## config.mk

```make
export PLATFORM = sky130hd
export DESIGN_NAME = gbb_col_cell
export DESIGN_NICKNAME = d
export VERILOG_FILES = /design/src/hdl/gbb_pkg.sv /design/src/hdl/gbb_col_cell.sv
export SDC_FILE = /design/constraint.sdc
export NUM_CORES = 1
export LEC_CHECK = 0
export ABC_AREA = 0
export BUFFER_PORTS_ARGS = -buffer_cell sky130_fd_sc_hd__buf_4
export CAP_MARGIN = 25
export CORE_MARGIN = 1
export CORE_UTILIZATION = 29
export CTS_CLUSTER_DIAMETER = 150
export DETAILED_ROUTE_END_ITERATION = 12
export PLACE_DENSITY = 0.6
export SLEW_MARGIN = 0
export SYNTH_ARGS = -nofsm -noshare
export SYNTH_HDL_FRONTEND = slang
export SYNTH_SLANG_ARGS = --single-unit
```

## constraint.sdc

```tcl
create_clock -name clk -period 2.7 [get_ports clk]
set_input_delay 0.54 -clock clk [delete_from_list [all_inputs] [get_ports clk]]
set_output_delay 0.54 -clock clk [all_outputs]
set_load 0.005 [all_outputs]
```

## src/hdl/gbb_pkg.sv

```systemverilog
package gbb_pkg;

  localparam int unsigned DEF_MAX_WIDTH      = 2048;
  localparam int unsigned DEF_MAX_HEIGHT     = 2048;
  localparam int unsigned RESET_IMAGE_WIDTH  = 640;
  localparam int unsigned RESET_IMAGE_HEIGHT = 480;

  localparam int unsigned CFG_W = 12;
  localparam int unsigned IDX_W = 1;

  localparam int unsigned GRAY_W     = 8;
  localparam int unsigned RGB_SUM_W  = 10;
  localparam int unsigned RGB_PROD_W = 20;
  localparam int unsigned COL_SUM_W  = 10;
  localparam int unsigned WIN_SUM_W  = 12;
  localparam int unsigned DIV9_PROD_W = 25;

  // floor(x/3) for x <= 765 and floor(x/9) for x <= 2299 by reciprocal multiply
  localparam int unsigned DIV3_MUL   = 683;
  localparam int unsigned DIV3_SHIFT = 11;
  localparam int unsigned DIV9_MUL   = 7282;
  localparam int unsigned DIV9_SHIFT = 16;
  localparam int unsigned ROUND_BIAS = 4;

  // previous window columns kept in the cell chain
  localparam int unsigned WIN_CELLS = 2;

  localparam int unsigned FIFO_DEPTH = 4;

  typedef enum logic {
    REQ_PIXEL = 1'b0,
    REQ_DRAIN = 1'b1
  } req_t;

  typedef enum logic [IDX_W-1:0] {
    REG_IMAGE_WIDTH  = 1'b0,
    REG_IMAGE_HEIGHT = 1'b1
  } reg_idx_t;

  typedef logic [GRAY_W-1:0] gray_t;

  typedef struct packed {
    logic  req_type;
    gray_t red;
    gray_t green;
    gray_t blue;
  } pix_t;

  typedef struct packed {
    gray_t blurred_pixel;
    logic  frame_end;
  } blur_t;

  // one window column: two rows above and the current row
  typedef struct packed {
    gray_t top;
    gray_t mid;
    gray_t bot;
  } col_t;

  typedef struct packed {
    gray_t above;
    gray_t two_above;
  } lb_entry_t;

  function automatic logic [COL_SUM_W-1:0] col_sum(input col_t col);
    col_sum = COL_SUM_W'(col.top) + COL_SUM_W'(col.mid) + COL_SUM_W'(col.bot);
  endfunction

endpackage

```

## src/hdl/gbb_col_cell.sv

```systemverilog
module gbb_col_cell import gbb_pkg::*; (
  input  logic                 clk,
  input  logic                 shift,
  input  col_t                 col_in,
  output col_t                 col_out,
  output logic [COL_SUM_W-1:0] total
);

  // column and its sum move one place per beat
  always_ff @(posedge clk) begin
    if (shift) begin
      col_out <= col_in;
      total   <= col_sum(col_in);
    end
  end

endmodule

```

==> results.md <==
- The count of unique library cells instantiated by Yosys is 20.
- The number of gates resized after CTS is 0.
- The mapped cell area is 1540 um2.
- Detailed routing inserted a total of 954 vias.
- The top cell type's share of synthesized area is 0.662.
- The I/O pin count is 60.
- For this configuration, the core starts out at a cell density of 0.302.
- The count of final max-slew check failures came to 0.
- The floorplan step defined a die boundary enclosing 5610 um2.
- The number of search-and-repair iterations in the first detailed-routing pass is 4.
- In the final layout, the share of cells above drive strength 1 is 0.446.
- The startpoint class of the critical path is an input port.
- TritonCTS created 5 clock buffers.
- The number of nets in the layout is 198.
- At the worst endpoint, the arrival time is 2390 ps.
- Yosys mapped a number of flops with a built-in enable equal to 34.
- The number of placed cells counting well taps is 219.
- The clock period minus final worst setup slack is 2350 ps.
- In this run the mean area of a mapped cell was 17.3 um2.
- The synthesized design spends more area on one cell type than any other, namely sky130_fd_sc_hd__edfxtp_1.
- Counting along the longest clock path gives a buffer depth of 2.
- The HPWL after detailed placement is 2180 um.
- The maximum VDD drop is 0.000192 V.
- By area the synthesized netlist is led by sky130_fd_sc_hd__edfxtp_1, sky130_fd_sc_hd__fa_1, sky130_fd_sc_hd__ha_1.
- The number of antenna repair diodes is 0.
- The total wire length is 2730 um.
- After detailed routing, the average wire length per cell comes to 12.0 um.
- The first global-routing pass estimated 4340 um of wire.
- After detailed routing, the number of remaining DRC violations is 0.
- Clock tree synthesis selected as its root buffer the cell sky130_fd_sc_hd__clkbuf_8.
- The TritonCTS clock tree is done.
- The achievable frequency is 426 MHz.
- The class of the most critical hold timing path is input port to flop.
- During synthesis, Yosys emitted a total of 0 warnings.
- The number of setup violations in the final report is 0.
- The main flop type after synthesis is sky130_fd_sc_hd__edfxtp_1.
- The clock-pin slew on the worst setup and hold paths is 70 ps.
- The iteration-0 DRC count of the detailed router is 19.
- The overall global routing resource usage is 0.108.
- The required time of the worst setup path is 2740 ps.
- The synthesized netlist net count is 131.
- The count of clock tree sinks is 34.
- The number of antenna-violating nets in the routed design is 0.
- Setup repair after global routing left no endpoint under its margin.
- The power density of the placed cells is 634 nW/um2.
- The share of synthesized flip-flops with an asynchronous set or reset is 0.
- The via count of the first global-routing pass was 987.
- After synthesis, the most frequently instantiated cells are sky130_fd_sc_hd__edfxtp_1, sky130_fd_sc_hd__inv_1, sky130_fd_sc_hd__fa_1, sky130_fd_sc_hd__ha_1, sky130_fd_sc_hd__a21oi_1.
- The global placement routability congestion is 0.726.
- After routing, the total negative slack on setup checks comes to 0 ps.
- The sequential share of the synthesized area is 0.662.
- The number of input and output port buffers inserted is 59.
- STA classifies the critical path endpoint as a flop.
- The count of endpoints failing hold in the final timing report is 0.
- Synthesis produced a netlist whose cell count is 89.
- The number of hold buffers added after CTS is 0.
- The pin count of the biggest net entering global routing is 35.
- The run finished with clean final reports.
- The final standard cell count with taps included and fillers excluded is 227.
- The final worst-path cycle share is 0.870.
- The number of max-cap violations is 0.
- The peak fanout along the critical path is 3.
- The clock tree synthesis step divided the H-tree into 2 levels.
- The vertical die dimension is 74.9 um.
- After clock tree synthesis, the setup repair step added 0 buffers.
- The floorplan step set the die width to 74.9 um.
- The via density per instance is 4.20.
- The core region is 5110 um2.
- The relative slew slack is 0.710.
- At the pin with the least slew margin, the transition time is 435 ps.
- From synthesis to final layout, the design area changed by 40.2%.
- The cell with the most instances after synthesis is sky130_fd_sc_hd__edfxtp_1.
- Row generation in the floorplan step produced 26 rows.
- The number of antenna violations at the first check in global routing was 0.
- The post-synthesis sequential element count is 34.
- Summed over all cells, the static leakage comes to 0.000913 uW.
- The worst setup path category is input port to flop.
- Global routing finished with a remaining overflow of 0.
flip-flops by register name, summed over array words and instances (netlist names):
register	count
total	10
col_out	24
cells by family (layout without fill, tap and decap cells):
kind of cell / Yosys count / in the layout / share of synthesized area
flip-flops: 34 / 34 / 0.662
adder cells (fa/ha/maj): 16 / 16 / 0.174
AO/OA/AOI/OAI: 12 / 12 / 0.0633
buffers and inverters: 11 / 79 / 0.0268
AND/OR/NAND/NOR: 10 / 10 / 0.0357
XOR/XNOR: 5 / 5 / 0.0284
multiplexers: 1 / 1 / 0.00974
layout by cell type, fill, tap and decap left out, types with 3 or more instances in the layout:
| cell | n |
|---|---|
| sky130_fd_sc_hd__buf_4 | 60 |
| sky130_fd_sc_hd__edfxtp_1 | 34 |
| sky130_fd_sc_hd__inv_1 | 11 |
| sky130_fd_sc_hd__fa_1 | 9 |
| sky130_fd_sc_hd__ha_1 | 7 |
| sky130_fd_sc_hd__a21oi_1 | 5 |
| sky130_fd_sc_hd__clkbuf_8 | 5 |
| sky130_fd_sc_hd__xnor2_1 | 3 |
critical path, cell delays in order:
cell and delay [ps]:
sky130_fd_sc_hd__buf_4 120, sky130_fd_sc_hd__fa_1 480, sky130_fd_sc_hd__ha_1 270, sky130_fd_sc_hd__fa_1 420, sky130_fd_sc_hd__a21oi_1 210, sky130_fd_sc_hd__nor3_1 90, sky130_fd_sc_hd__o21ai_0 170, sky130_fd_sc_hd__a21oi_1 90
final cells by class:
cell class,instances,area (um2)
clock buffer,6,72.6
clock inverter,2,8.76
fill,503,2950
inverter,11,41.3
multi-input combinational,44,479
sequential,34,1020
tap,70,87.6
timing repair buffer,60,450
routing by layer:
layer / track usage / routed length (um) / up-vias
met2: 0.195 / 1410 / 45
met4: 0.0440 / 43 / 0
met1: 0.112 / 1010 / 451
met5: 0 / 0 / -
li1: - / - / 452
met3: 0.0428 / 265 / 6
worst paths after layout:
kind,slack [ps],start,depth (start not counted),end
setup / recovery,350,col_in[1],8,total[9]
hold / removal,440,col_in[23],1,col_out[23]
per-stage QoR:
stage | util | area (um2) | hold WS (ps) | worst slack (ps) | power (uW)
final | 0.423 | 2160 | 436 | 350 | 1370
after global routing | 0.423 | 2160 | 429 | 256 | 1450
after CTS | 0.423 | 2160 | 427 | 365 | 1400
after detailed placement | 0.407 | 2080 | 732 | 57.3 | 1040
after global placement | 0.407 | 2080 | 729 | 71.0 | 1030
after floorplan | - | 1540 | 639 | 274 | 860
report_power, final:
group / internal [uW] / leakage [uW] / switching, uW / total [uW]
Sequential: 666 / 0.000333 / 18.2 / 684
Combinational: 187 / 0.000538 / 150 / 338
Clock: 177 / 0.0000426 / 172 / 349
No activity file was read; power rests on OpenSTA's default activity.
